### config.mk
export PLATFORM = sky130hd
export DESIGN_NAME = indexed_sequence_store
export DESIGN_NICKNAME = d
export VERILOG_FILES = /design/src/sv/isq_pkg.sv /design/src/sv/isq_cell.sv /design/src/sv/indexed_sequence_store.sv
export SDC_FILE = /design/constraint.sdc
export NUM_CORES = 2
export LEC_CHECK = 0
export BUFFER_PORTS_ARGS = -buffer_cell sky130_fd_sc_hd__buf_2
export CELL_PAD_IN_SITES_DETAIL_PLACEMENT = 1
export CELL_PAD_IN_SITES_GLOBAL_PLACEMENT = 1
export CORE_UTILIZATION = 45
export DETAILED_ROUTE_END_ITERATION = 7
export GPL_ROUTABILITY_DRIVEN = 0
export HOLD_SLACK_MARGIN = 0.03
export PLACE_DENSITY = 0.73
export SETUP_SLACK_MARGIN = 0.05
export SLEW_MARGIN = 15
export SYNTH_ARGS = -nofsm -noshare
export SYNTH_HDL_FRONTEND = slang
export SYNTH_SLANG_ARGS = --single-unit
### constraint.sdc
create_clock -name clock -period 4.33 [get_ports clock]
set_clock_uncertainty 0.1 [all_clocks]
set_input_delay 0.866 -clock clock [delete_from_list [all_inputs] [get_ports clock]]
set_output_delay 0.866 -clock clock [all_outputs]
set_load 0.01 [all_outputs]
### src/sv/isq_pkg.sv
// Types and codes for the indexed sequence store.
// No dependencies; used by the cell row, the top level, the checkers and the testbench.
package isq_pkg;

   localparam int POS_W   = 7;
   localparam int DATA_W  = 8;
   localparam int MODE_W  = 3;
   localparam int STAT_W  = 2;
   localparam int COUNT_W = 7;
   localparam int GROUP   = 8;

   localparam logic [MODE_W-1:0] MODE_INSERT = 3'd0;
   localparam logic [MODE_W-1:0] MODE_DELETE = 3'd1;
   localparam logic [MODE_W-1:0] MODE_READ   = 3'd2;
   localparam logic [MODE_W-1:0] MODE_WRITE  = 3'd3;
   localparam logic [MODE_W-1:0] MODE_CLEAR  = 3'd4;

   localparam logic [STAT_W-1:0] STAT_DONE  = 2'd0;
   localparam logic [STAT_W-1:0] STAT_RANGE = 2'd1;
   localparam logic [STAT_W-1:0] STAT_FULL  = 2'd2;

   typedef enum logic [1:0] {
      CELL_HOLD,
      CELL_INSERT,
      CELL_DELETE,
      CELL_WRITE
   } cell_op_type;

   typedef struct packed {
      cell_op_type        op;
      logic [DATA_W-1:0]  value;
   } cell_cmd_type;

   typedef enum logic [1:0] {
      FSM_IDLE,
      FSM_EXEC,
      FSM_FOLD
   } fsm_state_type;

endpackage

### src/sv/isq_cell.sv
// One cell of the shifting element row: holds one byte, shifts with its neighbors.
// Depends on isq_pkg.
module isq_cell #(
   parameter int INDEX = 0,
   parameter int XW    = 7
) (
   input  logic                         clock,
   input  isq_pkg::cell_cmd_type        cmd,
   input  logic [XW-1:0]                pos,
   input  logic [isq_pkg::DATA_W-1:0]   left_data,
   input  logic [isq_pkg::DATA_W-1:0]   right_data,
   output logic [isq_pkg::DATA_W-1:0]   data,
   output logic [isq_pkg::DATA_W-1:0]   tap
);
   import isq_pkg::*;

   localparam logic [XW-1:0] IDX = XW'(INDEX);

   logic [DATA_W-1:0] data_ff;
   logic [DATA_W-1:0] data_in;
   logic              at_pos;
   logic              past_pos;

   assign at_pos   = (pos == IDX);
   assign past_pos = (IDX > pos);

   always_comb begin
      data_in = data_ff;
      case (cmd.op)
         CELL_INSERT: begin
            if (past_pos) data_in = left_data;
            else if (at_pos) data_in = cmd.value;
         end
         CELL_DELETE: begin
            if (past_pos || at_pos) data_in = right_data;
         end
         CELL_WRITE: begin
            if (at_pos) data_in = cmd.value;
         end
         default: data_in = data_ff;
      endcase
   end

   always_ff @(posedge clock) begin
      data_ff <= data_in;
   end

   assign data = data_ff;
   assign tap  = at_pos ? data_ff : '0;

endmodule

### src/sv/indexed_sequence_store.sv
// Top level of the indexed sequence store: control, count and the cell row.
// Depends on isq_pkg and isq_cell.
//
//   channel | ports                                   | direction
//   --------+-----------------------------------------+----------
//   request | req_valid/req_stall, mode position value | in
//   result  | rsp_valid/rsp_stall, read_value status   | out
//           | element_count                           |
//
// A word passes through accept, the cell row update with the read taps
// registered in groups of eight, then the group fold into the result register.
// A new request word is taken while a finished result still waits.
// Reset clears the count, the control state and the result valid; cell
// contents are undefined until written. A stalled result holds the pipe in
// the fold step.
module indexed_sequence_store #(
   parameter int CAPACITY = 64
) (
   input  logic                          clock,
   input  logic                          reset,
   input  logic                          req_valid,
   output logic                          req_stall,
   input  logic [isq_pkg::MODE_W-1:0]    req_mode,
   input  logic [isq_pkg::POS_W-1:0]     req_position,
   input  logic [isq_pkg::DATA_W-1:0]    req_value,
   output logic                          rsp_valid,
   input  logic                          rsp_stall,
   output logic [isq_pkg::DATA_W-1:0]    rsp_read_value,
   output logic [isq_pkg::STAT_W-1:0]    rsp_status,
   output logic [isq_pkg::COUNT_W-1:0]   rsp_element_count
);
   import isq_pkg::*;

   localparam int CW = $clog2(CAPACITY + 1);
   localparam int XW = (CW > POS_W) ? CW : POS_W;
   localparam int NG = (CAPACITY + GROUP - 1) / GROUP;

   fsm_state_type     state_ff, state_in;
   logic [CW-1:0]     count_ff, count_in;
   logic              rsp_valid_ff, rsp_valid_in;

   logic [MODE_W-1:0] mode_ff;
   logic [POS_W-1:0]  pos_ff;
   logic [DATA_W-1:0] value_ff;

   logic [STAT_W-1:0] stat_ff, stat_in;
   logic              is_read_ff, is_read_in;

   logic [DATA_W-1:0] rd_ff, rd_in;
   logic [STAT_W-1:0] rsp_stat_ff, rsp_stat_in;
   logic [COUNT_W-1:0] rsp_cnt_ff, rsp_cnt_in;

   logic [DATA_W-1:0] part_ff [NG];
   logic [DATA_W-1:0] part_in [NG];

   logic              accept;
   logic              rsp_take;
   logic              load_rsp;
   logic [XW-1:0]     pos_x;
   logic [XW-1:0]     cnt_x;
   logic [XW-1:0]     cnt_next_x;
   logic [DATA_W-1:0] fold;
   cell_cmd_type      cmd;

   logic [DATA_W-1:0] cell_data [CAPACITY];
   logic [DATA_W-1:0] taps      [NG*GROUP];

   assign accept   = req_valid && !req_stall;
   assign rsp_take = rsp_valid_ff && !rsp_stall;
   assign pos_x    = XW'(pos_ff);
   assign cnt_x    = XW'(count_ff);

   // request decode and control
   always_comb begin
      state_in    = state_ff;
      count_in    = count_ff;
      stat_in     = stat_ff;
      is_read_in  = is_read_ff;
      cmd.op      = CELL_HOLD;
      cmd.value   = value_ff;
      req_stall   = (state_ff != FSM_IDLE);
      load_rsp    = 1'b0;
      case (state_ff)
         FSM_IDLE: begin
            if (accept) state_in = FSM_EXEC;
         end
         FSM_EXEC: begin
            stat_in    = STAT_DONE;
            is_read_in = (mode_ff == MODE_READ);
            case (mode_ff)
               MODE_INSERT: begin
                  if (pos_x > cnt_x) stat_in = STAT_RANGE;
                  else if (count_ff == CW'(CAPACITY)) stat_in = STAT_FULL;
                  else begin
                     cmd.op   = CELL_INSERT;
                     count_in = CW'(count_ff + 1'b1);
                  end
               end
               MODE_DELETE: begin
                  if (pos_x >= cnt_x) stat_in = STAT_RANGE;
                  else begin
                     cmd.op   = CELL_DELETE;
                     count_in = CW'(count_ff - 1'b1);
                  end
               end
               MODE_READ: begin
                  if (pos_x >= cnt_x) stat_in = STAT_RANGE;
               end
               MODE_WRITE: begin
                  if (pos_x >= cnt_x) stat_in = STAT_RANGE;
                  else cmd.op = CELL_WRITE;
               end
               MODE_CLEAR: count_in = '0;
               default: stat_in = STAT_DONE;
            endcase
            state_in = FSM_FOLD;
         end
         FSM_FOLD: begin
            if (!rsp_valid_ff || !rsp_stall) begin
               load_rsp = 1'b1;
               state_in = FSM_IDLE;
            end
         end
         default: state_in = FSM_IDLE;
      endcase
   end

   always_ff @(posedge clock) begin
      if (reset) begin
         state_ff     <= FSM_IDLE;
         count_ff     <= '0;
         rsp_valid_ff <= 1'b0;
      end else begin
         state_ff     <= state_in;
         count_ff     <= count_in;
         rsp_valid_ff <= rsp_valid_in;
      end
   end

   always_ff @(posedge clock) begin
      if (accept) begin
         mode_ff  <= req_mode;
         pos_ff   <= req_position;
         value_ff <= req_value;
      end
      stat_ff     <= stat_in;
      is_read_ff  <= is_read_in;
      rd_ff       <= rd_in;
      rsp_stat_ff <= rsp_stat_in;
      rsp_cnt_ff  <= rsp_cnt_in;
   end

   // cell row
   genvar k;
   generate
      for (k = 0; k < CAPACITY; k++) begin : g_cell
         logic [DATA_W-1:0] left_d;
         logic [DATA_W-1:0] right_d;
         if (k == 0) begin : g_first
            assign left_d = '0;
         end else begin : g_mid_l
            assign left_d = cell_data[k-1];
         end
         if (k == CAPACITY - 1) begin : g_last
            assign right_d = '0;
         end else begin : g_mid_r
            assign right_d = cell_data[k+1];
         end
         isq_cell #(
            .INDEX (k),
            .XW    (XW)
         ) u_cell (
            .clock      (clock),
            .cmd        (cmd),
            .pos        (pos_x),
            .left_data  (left_d),
            .right_data (right_d),
            .data       (cell_data[k]),
            .tap        (taps[k])
         );
      end
      for (k = CAPACITY; k < NG*GROUP; k++) begin : g_pad
         assign taps[k] = '0;
      end
   endgenerate

   // read taps: registered groups, then fold
   genvar g;
   generate
      for (g = 0; g < NG; g++) begin : g_grp
         always_comb begin
            part_in[g] = '0;
            for (int j = 0; j < GROUP; j++) begin
               part_in[g] = part_in[g] | taps[g*GROUP + j];
            end
         end
         always_ff @(posedge clock) begin
            part_ff[g] <= part_in[g];
         end
      end
   endgenerate

   always_comb begin
      fold = '0;
      for (int i = 0; i < NG; i++) begin
         fold = fold | part_ff[i];
      end
   end

   // result register
   assign cnt_next_x = XW'(count_ff);

   always_comb begin
      rd_in        = rd_ff;
      rsp_stat_in  = rsp_stat_ff;
      rsp_cnt_in   = rsp_cnt_ff;
      rsp_valid_in = rsp_valid_ff && !rsp_take;
      if (load_rsp) begin
         rd_in        = (is_read_ff && stat_ff == STAT_DONE) ? fold : '0;
         rsp_stat_in  = stat_ff;
         rsp_cnt_in   = cnt_next_x[COUNT_W-1:0];
         rsp_valid_in = 1'b1;
      end
   end

   assign rsp_valid         = rsp_valid_ff;
   assign rsp_read_value    = rd_ff;
   assign rsp_status        = rsp_stat_ff;
   assign rsp_element_count = rsp_cnt_ff;

endmodule

After elaboration in Yosys (flattened, before gate mapping):

Memories as Yosys holds them, arrays and structs flattened.
Cells that the tools add are included.

* flip-flop bits (word level): 560
* bits in latches: 0
* RAM bits: 64
* bits in read-only memories: 0
* input bits: 22
* output and inout bits: 19
* logic and storage cells: 836
* memories kept: 1

Memories
* part_ff: depth 8, bits a word 8, read ports 8, clocked after Yosys merged registers in 0, wr ports 8, RTL line indexed_sequence_store.sv:53 `logic [DATA_W-1:0] part_ff [NG];`

* add/sub/neg operators: 2
* $mul: 0
* divide/modulo/power cells: 0
* $lt $le $gt $ge: 66
* eq/ne operators: 142
* shift operators: 0
* multiplexer cells: 340
* bitwise gates (word level): 63
* reduce and logical (&&, ||, !) cells: 147

Operator list (count)
* 8-bit two-way mux: 256
* 8-bit one-hot mux with 3 select lines: 64
* 8-bit OR: 63
* 7-bit by 6-bit == test with 1-bit output, second input constant: 32
* 6-bit by 7-bit greater-than comparator with 1-bit output, first input constant: 32
* 2-bit AND reduction: 65
* 2-bit by 1-bit != test with 1-bit output, second input constant: 64
* 7-bit by 5-bit == test with 1-bit output, second input constant: 16
* 5-bit by 7-bit greater-than comparator with 1-bit output, first input constant: 16
* 1-bit logical OR: 65
* 7-bit by 4-bit == test with 1-bit output, second input constant: 8
* 4-bit by 7-bit greater-than comparator with 1-bit output, first input constant: 8
* 7-bit by 3-bit == test with 1-bit output, second input constant: 4
* 3-bit by 7-bit greater-than comparator with 1-bit output, first input constant: 4
* 7-bit two-way mux: 3
* 7-bit one-hot mux with 3 select lines: 1
* 7-bit by 2-bit == test with 1-bit output, second input constant: 2
* 1-bit by 7-bit greater-than comparator with 1-bit output, first input constant: 2
* 2-bit by 7-bit greater-than comparator with 1-bit output, first input constant: 2
* 2-bit two-way mux: 7
* 2-bit one-hot mux with 3 select lines: 2
* 2-bit != test, second input constant: 5
* 7-bit by 1-bit adder with 7-bit output, second input constant: 1
* 7-bit by 1-bit == test with 1-bit output, second input constant: 1
* 20 further kinds: 37

Depth between registers and ports, before layout:

* depth after elaboration: 9
* mapped depth: 13
* depth with buffers taken out: 9

Worst setup path before layout:

OpenSTA, ideal clock, no wires.

* path type: flip-flop to flip-flop
* from: reg pos_ff[0]
* to: reg g_cell[4].u_cell.data_ff[0], enable pin
* library setup time: 384 ps
* arrival: 2896 ps
* data required time: 3846 ps
* slack: 950 ps
* stages on the path, launching flop included: 12
* path buffers: 5
* period minus slack after synthesis: 3380 ps
* path through: edfxtp_1 -> clkbuf_2 -> buf_2 -> inv_1 -> ha_1 -> nand2b_4 -> a211oi_4 -> o211ai_2 -> buf_2 -> buf_2 -> buf_2 -> o21ai_0

* longest elaborated chain between the ends: 7
* elaborated cells on any way between the ends: 16
* classes of those cells: 3 x order compare; 5 x eq/ne; 5 x mux; 3 x reduce/logical

Ends and longest elaborated chain
* from (decl): RTL line indexed_sequence_store.sv:43 `logic [POS_W-1:0] pos_ff;`
* from (signal assigned): RTL line indexed_sequence_store.sv:143 `pos_ff <= req_position;`
* 7-bit greater-or-equal comparator or 7-bit greater-than comparator (tied branches): RTL line indexed_sequence_store.sv:100, indexed_sequence_store.sv:110, indexed_sequence_store.sv:92
* 2-bit two-way mux (tied with other cells): RTL line indexed_sequence_store.sv:110 `if (pos_x >= cnt_x) stat_in = STAT_RANGE;`
* 2-bit one-hot mux with 3 select lines: RTL line indexed_sequence_store.sv:90 `case (mode_ff)`
* 2-bit two-way mux: RTL line indexed_sequence_store.sv:83 `case (state_ff)`
* 2-bit == test or 2-bit by 1-bit == test with 1-bit output (tied branches): RTL line isq_cell.sv:29 `case (cmd.op)`
* 2-bit by 1-bit != test with 1-bit output (no source line) or 3-bit nonzero test (tied branches)
* 2-bit AND reduction (no source line) *
* to (signal assigned): RTL line isq_cell.sv:45 `data_ff <= data_in;`
* to (decl): RTL line isq_cell.sv:19 `logic [DATA_W-1:0] data_ff;`

Every way passes the cells marked *; elsewhere a longest branch is shown, timed or not.
A chain may end at the register's enable or synchronous reset.

==> results_dict.tcl <==
set metrics [dict create \
    nets 3971 \
    r2r_end "part_ff[0][7]" \
    vias 35841 \
    clk_latency_ns 0.66 \
    drc 0 \
    h-tree-depth 3 \
    antenna_found_initial 2 \
    netlist_instances 4010 \
    ctsHoldBuffers 0 \
    crit_arrival_ns 4.47 \
    slew_headroom_pct 16.3 \
    area_growth_pct 9.64 \
    cts.path.max_buffers 3 \
    switching_share_pct 26.9 \
    synth-seq-cells 624 \
    root_buffer "clkbuf_16" \
    yosysMostFrequentCell "edfxtp_1" \
    synthFlopType "edfxtp_1" \
    status "complete, no violations" \
    io_buffers 40 \
    pwr-share-seq_pct 45.8 \
    clk_pin_slew_ns 0.06 \
    ys_seq_area_share_pct 45.5 \
    avgViaCountPerCell 6.95 \
    rr_startpoint "pos_ff[5]" \
    cp_max_fo 15 \
    fin_hold_ws_ns 0.274 \
    yosys-top-cells-area "edfxtp_1, mux2i_1, a22oi_1, a21oi_1, o21ai_0" \
    cts_setup_buffers 0 \
    cts_sinks 624 \
    placedCellCount 5013 \
    initial_core_util_pct 45.6 \
    power_density_mw_per_mm2 341 \
    numCtsBuffers 76 \
    leakagePower_nw 15.7 \
    r2r_cells 7 \
    drv_slew 0 \
    rrSetupSlack_ns 0.32 \
    setup-violations-final 0 \
    rows 108 \
    n_fill_cell 9512 \
    drtAntennaViolNets 0 \
    worst_pin_slew_ns 1.25 \
    netlist_area_mm2 0.0396 \
    grt_pass1_wl_um 234000 \
    peakVddDrop_mv 0.291 \
    worstSetupPathType "flip-flop to flip-flop" \
    setup_tns_ns 0 \
    finalCritPeriodShare_pct 92.6 \
    syn-num-nets 4045 \
    wire_per_inst_um 30.2 \
    required_ns 4.79 \
    power_frac_comb_pct 10.6 \
    grt_pass1_vias 35507 \
    instances_no_fill 5154 \
    postRouteWirelength_um 156000 \
    synth_common_cells "edfxtp_1, mux2i_1, nand2_1" \
    clock.fmax_mhz 250 \
    synth_edf_count 550 \
    grt_util_all_layers_pct 34.1 \
    yosysTopAreaCell "edfxtp_1" \
    ys_types 77 \
    pin_count 41 \
    die_h_um 299 \
    end_kind "flip-flop" \
    hp-start "req_value[0]" \
    synthArstFlopShare_pct 0 \
    avgSynthCellArea_um2 9.87 \
    min_to "value_ff[0]" \
    hold_viol 0 \
    dr.first_iter.drc_count 4476 \
    dr.pass1.iters 7 \
    p_int_w 0.0108 \
    dpl.hpwl_um 108000 \
    worstSetupStartpointType "flip-flop" \
    yosys_warnings 0 \
    placeableCoreArea_mm2 0.0869 \
    finalCriticalPeriod_ns 4.01 \
    die_w_um 299 \
    rsz0062_at_grt "no" \
    drive_gt1_share_pct 10.9 \
    synth_top_area_share_pct 41.7 \
    power_frac_clock_pct 43.6 \
    dieArea_mm2 0.0891 \
    grt_overflow 0 \
    cts-resized-gates 0 \
    grt_max_degree 126 \
    switchingPower_w 0.00399 \
    cts_tree "done" \
    hold_path.class "primary input to flip-flop" \
    maxCapViolCount 0 \
    whs_path_depth 1 \
]
state kept, by name (all words and copies together) (netlist names):
name and count:
value_ff 8, stat_ff 2, rsp_element_count 7, state_ff 2
rsp_read_value 8, pos_ff 7, g_cell.u_cell.data 512, part_ff 64
rsp_status 2, rsp_valid 1, cnt_next_x 7, is_read_ff 1
mode_ff 3
cells by family after synthesis:
group	Yosys count	synth area share, %
compound gates	1568	26.9
fa+ha+maj	13	0.430
buf+inv	345	4.00
xor+xnor	4	0.0885
simple gates	986	11.1
mux	470	12.0
flops	624	45.5
metrics by stage:
step                      worst slack [ns]  instance area, µm²  util (%)  total power, W
after floorplan                      0.950               39600         -         0.00786
after global placement               0.547               40900      47.1         0.00837
after detailed placement             0.592               40900      47.1         0.00842
after CTS                            0.562               43400      49.9          0.0148
after global routing                 0.362               43400      49.9          0.0151
final                                0.322               43400      49.9          0.0148
worst max-delay path by stage:
stage	start	to	cells after the start	slack, ns
final	pos_ff[5]	part_ff[0][7]	7	0.32
after global routing	cnt_next_x[0]	g_cell[44].u_cell.data[7]	8	0.36
after detailed placement	pos_ff[5]	part_ff[0][7]	7	0.59
after CTS	pos_ff[1]	g_cell[40].u_cell.data[6]	5	0.56
after global placement	pos_ff[1]	g_cell[40].u_cell.data[7]	5	0.55
after floorplan	pos_ff[0]	g_cell[4].u_cell.data[0]	11	0.95
final cells by class:
type                            instances  area, µm²  area share [%]
Timing Repair Buffer                  177       1380            3.18
Multi-Input combinational cell       3041      20100            46.2
Clock buffer                          112       2170            5.00
Clock inverter                         27        285           0.657
Inverter                               16       60.1           0.138
Sequential cell                       624      18000            41.5
Antenna cell                            2       5.00          0.0115
Tap cell                             1155       1450            3.33
critical path, stage by stage (launching register included):
cell      delay, ns
edfxtp_1       0.54
buf_4          0.29
or2_1          0.26
nor2_2         0.64
nand2_1        0.41
nor2_1         1.04
a221oi_1       0.28
nand2_1        0.32
layer usage:
| layer | GRT usage, % | part of all wire (%) | up-vias |
|---|---|---|---|
| li1 | - | - | 15489 |
| met1 | 47.0 | 42 | 18105 |
| met2 | 52.9 | 45 | 1893 |
| met3 | 6.89 | 9.4 | 350 |
| met4 | 12.3 | 3.8 | 4 |
| met5 | 0 | 0.066 | - |
cells in the final DEF (no fill, tap or decap), drive strengths merged, types with 8 or more instances in the layout:
| master | instances |
|---|---|
| a221o | 95 |
| dfxtp | 74 |
| o21a | 10 |
| clkinv | 20 |
| a22o | 15 |
| a22oi | 293 |
| nand3 | 75 |
| a21oi | 336 |
| or2 | 20 |
| o31ai | 10 |
| inv | 19 |
| a21o | 104 |
| buf | 177 |
| o211ai | 78 |
| a211oi | 107 |
| mux2i | 446 |
| a221oi | 21 |
| o22ai | 9 |
| o21ai | 394 |
| mux2 | 24 |
| nand2 | 417 |
| clkbuf | 112 |
| ha | 12 |
| a222oi | 67 |
| nand2b | 11 |
| nor2 | 367 |
| edfxtp | 550 |
| a32oi | 8 |
| nor4 | 19 |
| nor3 | 26 |
| nor2b | 15 |
power groups by stage:
stage	combinational, W	sequential (W)	clock [W]
CTS	0.00152	0.00678	0.00650
detailed placement	0.00151	0.00691	0
floorplan	0.00101	0.00685	0
finish	0.00157	0.00679	0.00645
global placement	0.00147	0.00690	0
global route	0.00166	0.00679	0.00669
Power figures use the tool's default switching activity.
